### src/hw/rtl/f2c_pkg.sv
// ----------------------------------------------------------------------------
// f2c_pkg
// Shared constants, operation codes and control types of the converter.
// ----------------------------------------------------------------------------
`default_nettype none

package f2c_pkg;

	localparam int MAX_WP_DEFAULT = 256;
	localparam int STORE_DEPTH    = 256;
	localparam int UNIT_BITS      = 30;
	localparam int COUNT_W        = 9;
	localparam logic [COUNT_W-1:0] COUNT_RESET = 9'd2;
	localparam int PADDR_W        = 3;

	localparam logic REG_WAYPOINT_COUNT = 1'b0;

	localparam logic ACT_LOAD    = 1'b0;
	localparam logic ACT_CONVERT = 1'b1;

	localparam int ITER_W = 6;
	localparam logic [ITER_W-1:0] SQRT_STEPS = 6'd32;
	localparam logic [ITER_W-1:0] DIV_STEPS  = 6'd62;

	localparam logic [2:0] MUL_AXAX   = 3'd0;
	localparam logic [2:0] MUL_AYAY   = 3'd1;
	localparam logic [2:0] MUL_SEG_C  = 3'd2;
	localparam logic [2:0] MUL_D_SN   = 3'd3;
	localparam logic [2:0] MUL_SEG_SN = 3'd4;
	localparam logic [2:0] MUL_D_C    = 3'd5;

	localparam logic [2:0] ACC_HOLD    = 3'd0;
	localparam logic [2:0] ACC_CLR     = 3'd1;
	localparam logic [2:0] ACC_LOAD_X0 = 3'd2;
	localparam logic [2:0] ACC_LOAD_Y0 = 3'd3;
	localparam logic [2:0] ACC_ADD     = 3'd4;
	localparam logic [2:0] ACC_SUB     = 3'd5;

	typedef struct packed {
		logic       search_start;
		logic       search_step;
		logic       rd_prev;
		logic       rd_next;
		logic       cap_next;
		logic       abs_en;
		logic [2:0] mul_sel;
		logic [2:0] acc_op;
		logic       sqrt_start;
		logic       sqrt_step;
		logic       div_start;
		logic       div_step;
		logic       unit_en;
		logic       x_cap;
		logic       out_load;
	} f2c_cmd_t;

	typedef struct packed {
		logic search_done;
	} f2c_status_t;

endpackage

`default_nettype wire

### src/hw/rtl/f2c_ctrl.sv
// ----------------------------------------------------------------------------
// f2c_ctrl
// Sequencer of the converter: handshakes and the command for every step.
// ----------------------------------------------------------------------------
`default_nettype none

module f2c_ctrl (
	input  wire logic               clk,
	input  wire logic               arst_n,
	input  wire logic               req_valid,
	input  wire logic               action,
	output logic                    req_stall,
	output logic                    rsp_valid,
	input  wire logic               rsp_stall,
	input  wire f2c_pkg::f2c_status_t status,
	output f2c_pkg::f2c_cmd_t       cmd,
	output logic                    wr_en
);
	import f2c_pkg::*;

	localparam logic [4:0] ST_IDLE     = 5'd0;
	localparam logic [4:0] ST_SEARCH   = 5'd1;
	localparam logic [4:0] ST_RD_PREV  = 5'd2;
	localparam logic [4:0] ST_RD_NEXT  = 5'd3;
	localparam logic [4:0] ST_CAP_NEXT = 5'd4;
	localparam logic [4:0] ST_ABS      = 5'd5;
	localparam logic [4:0] ST_SQ0      = 5'd6;
	localparam logic [4:0] ST_SQ1      = 5'd7;
	localparam logic [4:0] ST_SQ2      = 5'd8;
	localparam logic [4:0] ST_SQRT_LD  = 5'd9;
	localparam logic [4:0] ST_SQRT     = 5'd10;
	localparam logic [4:0] ST_DIV_LD   = 5'd11;
	localparam logic [4:0] ST_DIV      = 5'd12;
	localparam logic [4:0] ST_UNIT     = 5'd13;
	localparam logic [4:0] ST_X0       = 5'd14;
	localparam logic [4:0] ST_X1       = 5'd15;
	localparam logic [4:0] ST_X2       = 5'd16;
	localparam logic [4:0] ST_X3       = 5'd17;
	localparam logic [4:0] ST_Y1       = 5'd18;
	localparam logic [4:0] ST_Y2       = 5'd19;
	localparam logic [4:0] ST_OUT      = 5'd20;

	logic [4:0]        state_q, state_d;
	logic [ITER_W-1:0] iter_q, iter_d;
	logic              rsp_valid_q;
	logic              accept;
	logic              slot_free;

	assign req_stall = (state_q != ST_IDLE);
	assign accept    = req_valid && !req_stall;
	assign wr_en     = accept && (action == ACT_LOAD);
	assign rsp_valid = rsp_valid_q;
	assign slot_free = !rsp_valid_q || !rsp_stall;

	always_comb begin
		state_d = state_q;
		iter_d  = iter_q;
		cmd     = '0;
		cmd.mul_sel = MUL_AXAX;
		cmd.acc_op  = ACC_HOLD;
		cmd.search_start = accept && (action == ACT_CONVERT);
		case (state_q)
			ST_IDLE: begin
				if (accept && (action == ACT_CONVERT)) state_d = ST_SEARCH;
			end
			ST_SEARCH: begin
				cmd.search_step = 1'b1;
				if (status.search_done) state_d = ST_RD_PREV;
			end
			ST_RD_PREV: begin
				cmd.rd_prev = 1'b1;
				state_d = ST_RD_NEXT;
			end
			ST_RD_NEXT: begin
				cmd.rd_next = 1'b1;
				state_d = ST_CAP_NEXT;
			end
			ST_CAP_NEXT: begin
				cmd.cap_next = 1'b1;
				state_d = ST_ABS;
			end
			ST_ABS: begin
				cmd.abs_en = 1'b1;
				state_d = ST_SQ0;
			end
			ST_SQ0: begin
				cmd.mul_sel = MUL_AXAX;
				cmd.acc_op  = ACC_CLR;
				state_d = ST_SQ1;
			end
			ST_SQ1: begin
				cmd.mul_sel = MUL_AYAY;
				cmd.acc_op  = ACC_ADD;
				state_d = ST_SQ2;
			end
			ST_SQ2: begin
				cmd.acc_op = ACC_ADD;
				state_d = ST_SQRT_LD;
			end
			ST_SQRT_LD: begin
				cmd.sqrt_start = 1'b1;
				iter_d  = SQRT_STEPS - 1'b1;
				state_d = ST_SQRT;
			end
			ST_SQRT: begin
				cmd.sqrt_step = 1'b1;
				iter_d = iter_q - 1'b1;
				if (iter_q == '0) state_d = ST_DIV_LD;
			end
			ST_DIV_LD: begin
				cmd.div_start = 1'b1;
				iter_d  = DIV_STEPS - 1'b1;
				state_d = ST_DIV;
			end
			ST_DIV: begin
				cmd.div_step = 1'b1;
				iter_d = iter_q - 1'b1;
				if (iter_q == '0) state_d = ST_UNIT;
			end
			ST_UNIT: begin
				cmd.unit_en = 1'b1;
				state_d = ST_X0;
			end
			ST_X0: begin
				cmd.mul_sel = MUL_SEG_C;
				cmd.acc_op  = ACC_LOAD_X0;
				state_d = ST_X1;
			end
			ST_X1: begin
				cmd.mul_sel = MUL_D_SN;
				cmd.acc_op  = ACC_ADD;
				state_d = ST_X2;
			end
			ST_X2: begin
				cmd.acc_op = ACC_ADD;
				state_d = ST_X3;
			end
			ST_X3: begin
				cmd.x_cap   = 1'b1;
				cmd.mul_sel = MUL_SEG_SN;
				cmd.acc_op  = ACC_LOAD_Y0;
				state_d = ST_Y1;
			end
			ST_Y1: begin
				cmd.mul_sel = MUL_D_C;
				cmd.acc_op  = ACC_ADD;
				state_d = ST_Y2;
			end
			ST_Y2: begin
				cmd.acc_op = ACC_SUB;
				state_d = ST_OUT;
			end
			ST_OUT: begin
				if (slot_free) begin
					cmd.out_load = 1'b1;
					state_d = ST_IDLE;
				end
			end
			default: begin
				state_d = ST_IDLE;
			end
		endcase
	end

	always_ff @(posedge clk or negedge arst_n) begin
		if (!arst_n) begin
			state_q     <= ST_IDLE;
			iter_q      <= '0;
			rsp_valid_q <= 1'b0;
		end else begin
			state_q <= state_d;
			iter_q  <= iter_d;
			if (cmd.out_load) begin
				rsp_valid_q <= 1'b1;
			end else if (rsp_valid_q && !rsp_stall) begin
				rsp_valid_q <= 1'b0;
			end
		end
	end

endmodule

`default_nettype wire

### config.mk
export PLATFORM = sky130hd
export DESIGN_NAME = f2c_ctrl
export DESIGN_NICKNAME = d
export VERILOG_FILES = /design/src/hw/rtl/f2c_pkg.sv /design/src/hw/rtl/f2c_ctrl.sv
export SDC_FILE = /design/constraint.sdc
export NUM_CORES = 1
export LEC_CHECK = 0
export ABC_AREA = 1
export BUFFER_PORTS_ARGS = -buffer_cell sky130_fd_sc_hd__buf_2
export CAP_MARGIN = 20
export CORE_UTILIZATION = 40
export CTS_CLUSTER_DIAMETER = 100
export DETAILED_ROUTE_END_ITERATION = 16
export PLACE_DENSITY = 0.65
export SYNTH_ARGS = -nofsm -noshare
export SYNTH_HDL_FRONTEND = slang
export SYNTH_SLANG_ARGS = --single-unit
### constraint.sdc
create_clock -name clk -period 1.7 [get_ports clk]
set_clock_uncertainty 0.15 [all_clocks]
set_input_delay 0.17 -clock clk [delete_from_list [all_inputs] [get_ports clk]]
set_output_delay 0.17 -clock clk [all_outputs]
set_load 0.005 [all_outputs]
==> reports/results.tsv, run 1 <==
stage	metric	value	unit
global_route	antenna violations before repair	0	
global_route	All-Layer GR Usage	23.0	%
setup_path	Buf+Inv Stages, Crit Path	3	
synthesis	most common cell in the netlist	nand2_1	
clock_network	clk_lat worst skew	270	ps
place	cell total after placement	219	
clock_network	clock-pin slew on the worst setup and hold paths	90	ps
cells_and_area	area of the multi-input gates	698	sq um
power_and_ir_drop	Clock power frac	10.7	%
clock_network	clock sinks	12	
synthesis	synth cell count leaders	35 x nand2_1, 28 x nor2_1, 21 x inv_1	
synthesis	sequential fraction of the synthesis area	29.1	%
synthesis	ys async rst share	100	%
synthesis	Post-synth EDFFs	0	
synthesis	syn_nets	167	
cells_and_area	fill count	238	
place	hpwl dp	2170	um
global_route	grt total ovfl	0	
cells_and_area	P&R area growth vs syn	42.7	%
global_route	first-pass GRT wire length	4730	um
floorplanning	full die area	2780	sq um
drt	initial detailed-routing violation count	51	
synthesis	Synth warnings	0	
power_and_ir_drop	Peak VDD IR	0.000891	V
sta	RSZ-0062 raised after global routing	yes	
drt	Pre-antenna DRT Iters	4	
status	outcome	complete, but fails checks	
drt	DRC errors left	0	
power_and_ir_drop	leakage	0.837	nW
cells_and_area	NumNets Final	216	
synthesis	Yosys top cell area share	29.1	%
setup_path	critical path peak fanout	6	
sta	max frequency	550	MHz
setup_path	cell family with most CP delay	flip-flops	
setup_path	Crit. End Element	primary output	
sta	setup TNS	-846	ps
sta	Rel. slew slack	72.0	%
drt	wire per inst	13.8	um
hold_path	HP Class	input pin to register	
drt	Total Routed Length	3280	um
power_and_ir_drop	final total power	2.26	mW
synthesis	Syn Area/Cell	6.48	sq um
floorplanning	core footprint	2450	sq um
clock_network	CTS Buffer Depth	2	
synthesis	cell count after synthesis	159	
setup_path	Crit path arrival time	1500	ps
drt	vias post-DR	1255	
floorplanning	die span in y	52.8	um
setup_path	WP data required	1380	ps
clock_network	Inserted Clock Buffers	3	
power_and_ir_drop	P per Cell Area	1540	nW/um^2
status	failing checks	setup timing	
sta	Tmin final	1820	ps
sta	Fin. Hold Viols	0	
job	maxcap violations	0	
power_and_ir_drop	Internal	1.13	mW
setup_path	critical path launch point type	register	
cells_and_area	number of diodes	0	
floorplanning	I/O Pins	28	
synthesis	Synth cell types	26	
cells_and_area	layout cells sized above 1	42.0	%
synthesis	flops & latches, synth	12	
sta	Slew Viols, Final	0	
setup_path	slowest CP cell	dfrtp_2	
place	placed instance area	1220	sq um
power_and_ir_drop	sw frac	50.2	%
sta	final setup margin	-119	ps
power_and_ir_drop	Sw Pwr	1.14	mW
cells_and_area	Seq. cell area	307	sq um
synthesis	top post-synthesis cells by area	dfrtp_1 29%, nand2_1 13%, nor2_1 10%	
place	GP Congestion	0.902	
global_route	vias in the first global route	1155	
synthesis	largest area contributor in the netlist	dfrtp_1	
drt	post-DR vias/cell	5.30	
setup_path	worst setup path category	register to primary output	
place	I/O Buffers	27	
sta	final setup fails	11	
floorplanning	effective utilization at floorplan	42.0	%
setup_path	CP Cell Sequence	buf_4 -> buf_4 -> nand3_2 -> o211ai_1 -> buf_2	
sta	Slew @ Worst Pin	417	ps
cells_and_area	final instance area	1470	sq um
clock_network	H-tree levels	1	
clock_network	CTS tree	built	
floorplanning	FP Rows	18	
floorplanning	Die Span X	52.8	um
sta	fin crit share	107	%
synthesis	cell area after synthesis	1030	sq um
global_route	largest net degree at the start of global routing	13	
cells_and_area	Layout Cells excl Fill	237	
clock_network	clk root buf	clkbuf_4	
setup_path	critical path's most frequent cell	buf_4	
setup_path	worst stage delay on the critical path	450	ps
power_and_ir_drop	sequential share of power	24.8	%
drt	Routed Antenna Nets	0	
power_and_ir_drop	Logic pwr share	64.5	%
synthesis	ys flop type	dfrtp_1	
-- power groups by stage --
stage | Sequential (mW) | Combinational [mW] | Clock (mW)
2_1_floorplan | 0.480 | 0.852 | 0
3_3_place_gp | 0.541 | 1.10 | 0
6_report | 0.562 | 1.46 | 0.241
5_1_grt | 0.572 | 1.61 | 0.259
3_5_place_dp | 0.547 | 1.10 | 0
4_1_cts | 0.554 | 1.25 | 0.249
-- worst min-delay path, cell delays in order --
cell and delay [ps]:
buf_2 90, inv_1 30, nand2_1 70, nand2_1 50
-- sequential cells by signal (all words and copies together) (netlist names) --
| register | count |
|---|---|
| iter_q | 6 |
| state_q | 5 |
| rsp_valid | 1 |
-- layer usage --
| metal | part of all wire (%) | GRT usage [%] |
|---|---|---|
| met5 | 0 | 0 |
| met4 | 3.0 | 10.5 |
| met3 | 5.6 | 4.06 |
| met2 | 51 | 39.2 |
| met1 | 40 | 27.7 |
-- cell type report --
type | count | area share (%)
clock buffer | 4 | 2.47
multi-input combinational | 119 | 47.4
tap | 30 | 2.55
sequential | 12 | 20.8
inverter | 25 | 6.72
timing repair buffer | 47 | 20.0
-- layout by cell type, fill, tap and decap left out, types with 3 or more instances in the layout --
cell       n
buf_2     27
nand3_4    3
nand2_2    5
buf_4     17
nand3_2    6
o21ai_1    3
clkbuf_4   3
nor2_1    23
nand4_1    4
nand2_1   33
inv_1     20
o211ai_1   3
inv_2      4
o21ai_0    5
nand3_1   10
nor2_2     6
dfrtp_1    7
nor2_4     5
dfrtp_2    5
-- stage by stage --
stage               hold WS [ps]  util (%)  setup WS [ps]
floorplan                   -276         -            252
global placement           -82.5      49.7           76.7
detailed placement         -80.6      49.7           82.0
CTS                         6.22      56.2          -66.7
global route                24.7      59.9           -172
finish                      8.29      59.9           -119
-- repair_timing --
item                                    4_1_cts  5_1_grt
gates cloned                                  0        0
hold endpoints to repair                     13        0
resized for setup                            16       13
endpoints found under the setup margin       11       19
pin swaps                                     1        4
setup buffers                                 8        4
hold buffers                                  2        0
-- kinds of logic after synthesis --
kind of cell,after synthesis,share of synthesized area (%)
xor gates and xnor gates,1,0.850
AOI/OAI and AO/OA,19,11.4
buffers and inverters,28,11.8
DFF,12,29.1
adders and majority gates,2,2.43
and+or+nand+nor,97,44.4
-- final timing paths --
path / startpoint / end / slack [ps] / cells after the start
hold / removal: status / state_q[0]$_DFFE_PN0P_ / 8 / 4
max in group asynchronous: arst_n / state_q[4]$_DFFE_PN0P_ / 1020 / 2
min in group asynchronous: arst_n / iter_q[5]$_DFFE_PN0P_ / 140 / 2
setup / recovery: state_q[2]$_DFFE_PN0P_ / cmd[7] / -120 / 5
setup reg to reg: state_q[2]$_DFFE_PN0P_ / state_q[1]$_DFFE_PN0P_ / 60 / 10
hold reg to reg: rsp_valid$_DFFE_PN0P_ / rsp_valid$_DFFE_PN0P_ / 360 / 2
Note: power is estimated with default switching activity, not from simulation.
==> run 2: changes to the inputs <==
--- a/config.mk
+++ b/config.mk
@@ -6,12 +6,12 @@
 export NUM_CORES = 1
 export LEC_CHECK = 0
 export ABC_AREA = 1
-export BUFFER_PORTS_ARGS = -buffer_cell sky130_fd_sc_hd__buf_2
 export CAP_MARGIN = 20
 export CORE_UTILIZATION = 40
 export CTS_CLUSTER_DIAMETER = 100
 export DETAILED_ROUTE_END_ITERATION = 16
-export PLACE_DENSITY = 0.65
+export DONT_BUFFER_PORTS = 1
+export PLACE_DENSITY = 0.55
 export SYNTH_ARGS = -nofsm -noshare
 export SYNTH_HDL_FRONTEND = slang
 export SYNTH_SLANG_ARGS = --single-unit
==> reports/results.tsv, run 2 (synthesis gave the netlist of run 1 again) <==
stage	metric	value	unit
floorplanning	FP Rows	18	
cells_and_area	NumNets Final	191	
global_route	vias in the first global route	960	
cells_and_area	max FFs per register	6	
setup_path	WP data required	1380	ps
job	maxcap violations	0	
sta	fin crit share	99.4	%
setup_path	critical path peak fanout	6	
cells_and_area	P&R area growth vs syn	27.8	%
place	placed instance area	1120	sq um
floorplanning	core footprint	2450	sq um
setup_path	slowest CP cell	dfrtp_2	
place	GP Congestion	0.853	
clock_network	CTS Buffer Depth	2	
setup_path	critical path launch point type	register	
setup_path	worst setup path category	register to primary output	
clock_network	clock-pin slew on the worst setup and hold paths	70	ps
sta	Slew @ Worst Pin	576	ps
drt	post-DR vias/cell	5.13	
sta	max frequency	592	MHz
power_and_ir_drop	leakage	0.704	nW
sta	RSZ-0062 raised after global routing	yes	
clock_network	H-tree levels	1	
global_route	largest net degree at the start of global routing	13	
global_route	grt total ovfl	0	
clock_network	clk root buf	clkbuf_4	
drt	wire per inst	13.0	um
drt	Total Routed Length	2750	um
sta	Slew Viols, Final	0	
setup_path	Buf+Inv Stages, Crit Path	2	
cells_and_area	number of diodes	0	
drt	Pre-antenna DRT Iters	4	
hold_path	HP Class	input pin to register	
setup_path	FF-to-FF setup slack	110	ps
setup_path	cell family with most CP delay	flip-flops	
global_route	antenna violations before repair	0	
status	outcome	complete, no violations	
cells_and_area	most common cell after layout, fill and taps aside	nand2_1	
setup_path	Crit. End Element	primary output	
clock_network	CTS tree	built	
cells_and_area	Layout Cells excl Fill	211	
floorplanning	full die area	2780	sq um
power_and_ir_drop	P per Cell Area	1540	nW/um^2
cells_and_area	Biggest register	iter_q	
cells_and_area	commonest non-fill, non-tap cells in the layout	32 x nand2_1, 23 x nor2_1, 19 x inv_1, 18 x buf_4, 11 x nand3_1	
global_route	All-Layer GR Usage	21.8	%
power_and_ir_drop	final total power	2.03	mW
clock_network	clock sinks	12	
floorplanning	effective utilization at floorplan	42.0	%
drt	DRC errors left	0	
drt	Routed Antenna Nets	0	
setup_path	worst stage delay on the critical path	470	ps
floorplanning	Die Span X	52.8	um
clock_network	clk_lat worst skew	270	ps
place	I/O Buffers	0	
drt	initial detailed-routing violation count	22	
global_route	first-pass GRT wire length	4440	um
clock_network	Inserted Clock Buffers	3	
cells_and_area	final instance area	1320	sq um
setup_path	CP Cell Sequence	inv_2 -> nand3_2 -> buf_4 -> o211ai_1	
place	cell total after placement	196	
place	hpwl dp	2040	um
sta	Tmin final	1690	ps
power_and_ir_drop	Peak VDD IR	0.000861	V
sta	Rel. slew slack	61.4	%
sta	Fin. Hold Viols	0	
floorplanning	die span in y	52.8	um
setup_path	Crit path arrival time	1370	ps
sta	final setup fails	0	
cells_and_area	layout cells sized above 1	33.1	%
drt	vias post-DR	1083	
floorplanning	I/O Pins	28	
run 2: changes by cell type in the layout (fill, tap and decap cells not counted), sizes merged:
| cell | previous run | this run |
|---|---|---|
| inv | 24 | 25 |
| clkinv | 1 | 0 |
| dlygate4sd3 | 2 | 3 |
| buf | 45 | 19 |
| clkbuf | 4 | 3 |
run 2: worst reg2reg max path, delay by kind of cell (launching register included):
family,cells,cell delay [ps]
DFF,1,470
buffers and inverters,3,380
and+or+nand+nor,3,250
AOI/OAI and AO/OA,1,220
run 2: final cells by class:
type	count	area [sq um]
tap	30	37.5
clock buffer	3	22.5
inverter	25	93.8
timing repair buffer	22	185
multi-input combinational	119	673
sequential	12	305
fill	237	1140
run 2: worst paths after layout:
kind | end | cells after the start | startpoint
hold reg to reg | iter_q[3]$_DFFE_PN0P_ | 1 | iter_q[3]$_DFFE_PN0P_
max in group asynchronous | state_q[3]$_DFFE_PN0P_ | 1 | arst_n
hold / removal | state_q[2]$_DFFE_PN0P_ | 5 | status
setup / recovery | cmd[9] | 4 | state_q[2]$_DFFE_PN0P_
setup reg to reg | iter_q[5]$_DFFE_PN0P_ | 7 | state_q[2]$_DFFE_PN0P_
min in group asynchronous | state_q[2]$_DFFE_PN0P_ | 1 | arst_n
run 2: per-stage QoR:
step                utilization [%]  hold slack (ps)  setup slack [ps]  TNS [ps]
finish                         53.7             52.1              9.75         0
global route                   53.7             81.1             -64.3      -205
CTS                            49.1             48.3            -0.826    -0.826
detailed placement             45.5             -275              12.2         0
global placement               45.5             -275              19.3         0
floorplan                         -             -276               252         0
run 2: layer usage:
layer	wire, um	GRT usage, %
met5	0	0
met4	0	1.32
met2	1260	34.0
met3	171	8.70
met1	1320	29.3
run 2: repair_timing:
action                                  4_1_cts  5_1_grt
buffers inserted                              3        6
endpoints found under the hold margin        14        0
endpoints found under the setup margin        5       11
hold buffers                                  3        0
gates resized for setup                       6       17
pin swaps                                     1        5
run 2: power by group:
part	switching, mW	internal, mW	total [mW]
Sequential	0.154	0.406	0.559
Clock	0.0895	0.0819	0.171
Combinational	0.780	0.514	1.29
==> run 3: changes to the inputs <==
--- a/config.mk
+++ b/config.mk
@@ -5,7 +5,7 @@
 export SDC_FILE = /design/constraint.sdc
 export NUM_CORES = 1
 export LEC_CHECK = 0
-export ABC_AREA = 1
+export ABC_AREA = 0
 export CAP_MARGIN = 20
 export CORE_UTILIZATION = 40
 export CTS_CLUSTER_DIAMETER = 100
==> reports/results.tsv, run 3 <==
stage	metric	value	unit
cells_and_area	fill count	198	
clock_network	CTS Buffer Depth	2	
setup_path	FF-to-FF End	state_q[2]$_DFFE_PN0P_	
global_route	first-pass GRT wire length	4910	um
sta	Slew Viols, Final	0	
sta	final hold slack	155	ps
power_and_ir_drop	leakage	0.641	nW
setup_path	CP Cell Sequence	buf_4 -> nand2b_4 -> buf_4 -> or3_4 -> o2111a_1 -> o22ai_1	
sta	Rel. slew slack	61.3	%
clock_network	H-tree levels	1	
synthesis	Synth cell types	40	
hold_path	WHS Endpoint	state_q[0]$_DFFE_PN0P_	
sta	final setup fails	15	
setup_path	slowest CP cell	dfrtp_2	
place	hpwl dp	2000	um
setup_path	depth of the worst register-to-register path	6	
hold_path	HP Class	input pin to register	
floorplanning	core footprint	2250	sq um
setup_path	worst r2r src	state_q[1]$_DFFE_PN0P_	
synthesis	top post-synthesis cells by area	dfrtp_1 31%, nor2_1 6.9%, nand2_1 5.7%	
drt	Routed Antenna Nets	0	
setup_path	FF-to-FF setup slack	-80	ps
synthesis	Synth warnings	0	
cells_and_area	max FFs per register	6	
sta	Tmin final	1780	ps
synthesis	synth cell count leaders	18 x nor2_1, 15 x nand2_1, 12 x dfrtp_1	
place	GP Congestion	0.816	
sta	setup TNS	-718	ps
drt	initial detailed-routing violation count	14	
setup_path	cell family with most CP delay	simple AND/OR/NAND/NOR gates	
global_route	largest net degree at the start of global routing	17	
drt	post-DR vias/cell	5.66	
synthesis	cell area after synthesis	982	sq um
drt	Pre-antenna DRT Iters	4	
global_route	antenna violations before repair	0	
synthesis	largest area contributor in the netlist	dfrtp_1	
global_route	vias in the first global route	1061	
hold_path	Worst Hold Path Cells	4	
setup_path	critical path launch point type	register	
cells_and_area	P&R area growth vs syn	57.5	%
setup_path	worst stage delay on the critical path	430	ps
sta	RSZ-0062 raised after global routing	yes	
synthesis	Yosys top cell area share	30.6	%
drt	Total Routed Length	3120	um
floorplanning	Die Span X	51.6	um
status	outcome	complete, but fails checks	
sta	fin crit share	105	%
status	failing checks	setup timing	
floorplanning	die span in y	51.6	um
floorplanning	FP Rows	17	
cells_and_area	NumNets Final	168	
setup_path	Crit. End Element	register	
cells_and_area	number of diodes	0	
clock_network	Inserted Clock Buffers	3	
clock_network	clock-pin slew on the worst setup and hold paths	90	ps
drt	wire per inst	16.7	um
synthesis	sequential fraction of the synthesis area	30.6	%
clock_network	clock sinks	12	
global_route	grt total ovfl	0	
power_and_ir_drop	P per Cell Area	2120	nW/um^2
setup_path	critical path peak fanout	3	
drt	DRC errors left	0	
drt	vias post-DR	1058	
power_and_ir_drop	Peak VDD IR	0.00145	V
place	Setup WS pre-CTS	-13.6	ps
synthesis	flops & latches, synth	12	
setup_path	WP data required	1750	ps
place	I/O Buffers	0	
setup_path	Crit path arrival time	1840	ps
cells_and_area	Biggest register	iter_q	
clock_network	clk_lat worst skew	280	ps
synthesis	Syn Area/Cell	7.86	sq um
setup_path	Buf+Inv Stages, Crit Path	2	
synthesis	ys flop type	dfrtp_1	
hold_path	HP Start	req_valid	
floorplanning	effective utilization at floorplan	43.6	%
sta	max frequency	561	MHz
power_and_ir_drop	final total power	3.28	mW
cells_and_area	most common cell after layout, fill and taps aside	buf_4	
job	maxcap violations	0	
cells_and_area	commonest non-fill, non-tap cells in the layout	28 x buf_4, 13 x nand2_1, 8 x dfrtp_1, 7 x buf_6	
clock_network	CTS tree	built	
clock_network	clk root buf	clkbuf_4	
setup_path	critical path's most frequent cell	buf_4	
floorplanning	full die area	2660	sq um
floorplanning	I/O Pins	28	
sta	Slew @ Worst Pin	579	ps
synthesis	syn_nets	133	
synthesis	Post-synth EDFFs	0	
cells_and_area	layout cells sized above 1	51.6	%
synthesis	ys async rst share	100	%
setup_path	worst setup path category	register to register	
synthesis	most common cell in the netlist	nor2_1	
synthesis	cell count after synthesis	125	
sta	final setup margin	-82.3	ps
sta	Fin. Hold Viols	0	
global_route	All-Layer GR Usage	25.4	%
-- run 3: cell count changes after synthesis, sizes merged, moves of 6 or more --
cell	change
nor2	-16
clkbuf	+6
o21ai	-7
nand3	-15
nand2	-22
inv	-19
-- run 3: logic make-up after synthesis --
kind of cell	count (synthesis)	synth area share, %
multiplexers	3	3.06
AND/OR/NAND/NOR	65	34.5
AO/OA/AOI/OAI	24	17.6
buffers and inverters	15	7.39
adder cells (fa/ha/maj)	2	2.55
flip-flops	12	30.6
XOR/XNOR	4	4.33
-- run 3: repair_timing --
item,in CTS,in global routing
cloned,0,0
pin swaps,8,6
hold buffers,3,0
setup endpoints to repair,21,28
setup buffers,10,5
hold endpoints to repair,14,0
resized for setup,30,27
-- run 3: worst max-delay path by stage --
stage                                 from                     end  slack (ps)  depth (start not counted)
floorplan           state_q[2]$_DFFE_PN0P_  state_q[2]$_DFFE_PN0P_        0.06                          5
global placement     iter_q[4]$_DFFE_PN0P_  state_q[1]$_DFFE_PN0P_           9                          5
finish              state_q[1]$_DFFE_PN0P_  state_q[2]$_DFFE_PN0P_         -80                          6
CTS                 state_q[0]$_DFFE_PN0P_                   wr_en        -150                          4
global route        state_q[1]$_DFFE_PN0P_  state_q[2]$_DFFE_PN0P_        -140                          7
detailed placement   iter_q[4]$_DFFE_PN0P_  state_q[0]$_DFFE_PN0P_         -10                          5
-- run 3: stage by stage --
| stage | utilization [%] | instances | area [sq um] |
|---|---|---|---|
| floorplan | - | 125 | 987 |
| finish | 68.6 | 187 | 1550 |
| CTS | 61.4 | 182 | 1390 |
| global route | 68.6 | 187 | 1550 |
| detailed placement | 50.1 | 165 | 1130 |
| global placement | 50.1 | 165 | 1130 |
-- run 3: layer usage --
| layer | share of wire (%) | global-route usage, % |
|---|---|---|
| met1 | 42 | 29.0 |
| met2 | 54 | 46.5 |
| met3 | 2.9 | 4.39 |
| met4 | 1.2 | 9.46 |
| met5 | 0 | 0 |
-- run 3: worst min-delay path: stages --
cell and delay (ps):
nand2_1 40, a31oi_1 150, o2111ai_4 140, o21ai_2 60
-- run 3: report_power, final --
part	leakage [nW]	total (mW)	switching [mW]	internal, mW
clock	0.0210	0.240	0.109	0.130
combinational	0.484	2.50	1.29	1.21
sequential	0.136	0.539	0.128	0.411
total	0.641	3.28	1.52	1.76
-- run 3: cell type report --
cell class / count / area, sq um / area share (%)
multi-input cells: 98 / 813 / 52.6
repair buffers: 39 / 334 / 21.6
flip-flops and latches: 12 / 305 / 19.7
clock buffers: 4 / 36.3 / 2.35
well taps: 28 / 35.0 / 2.27
inverters: 6 / 22.5 / 1.46
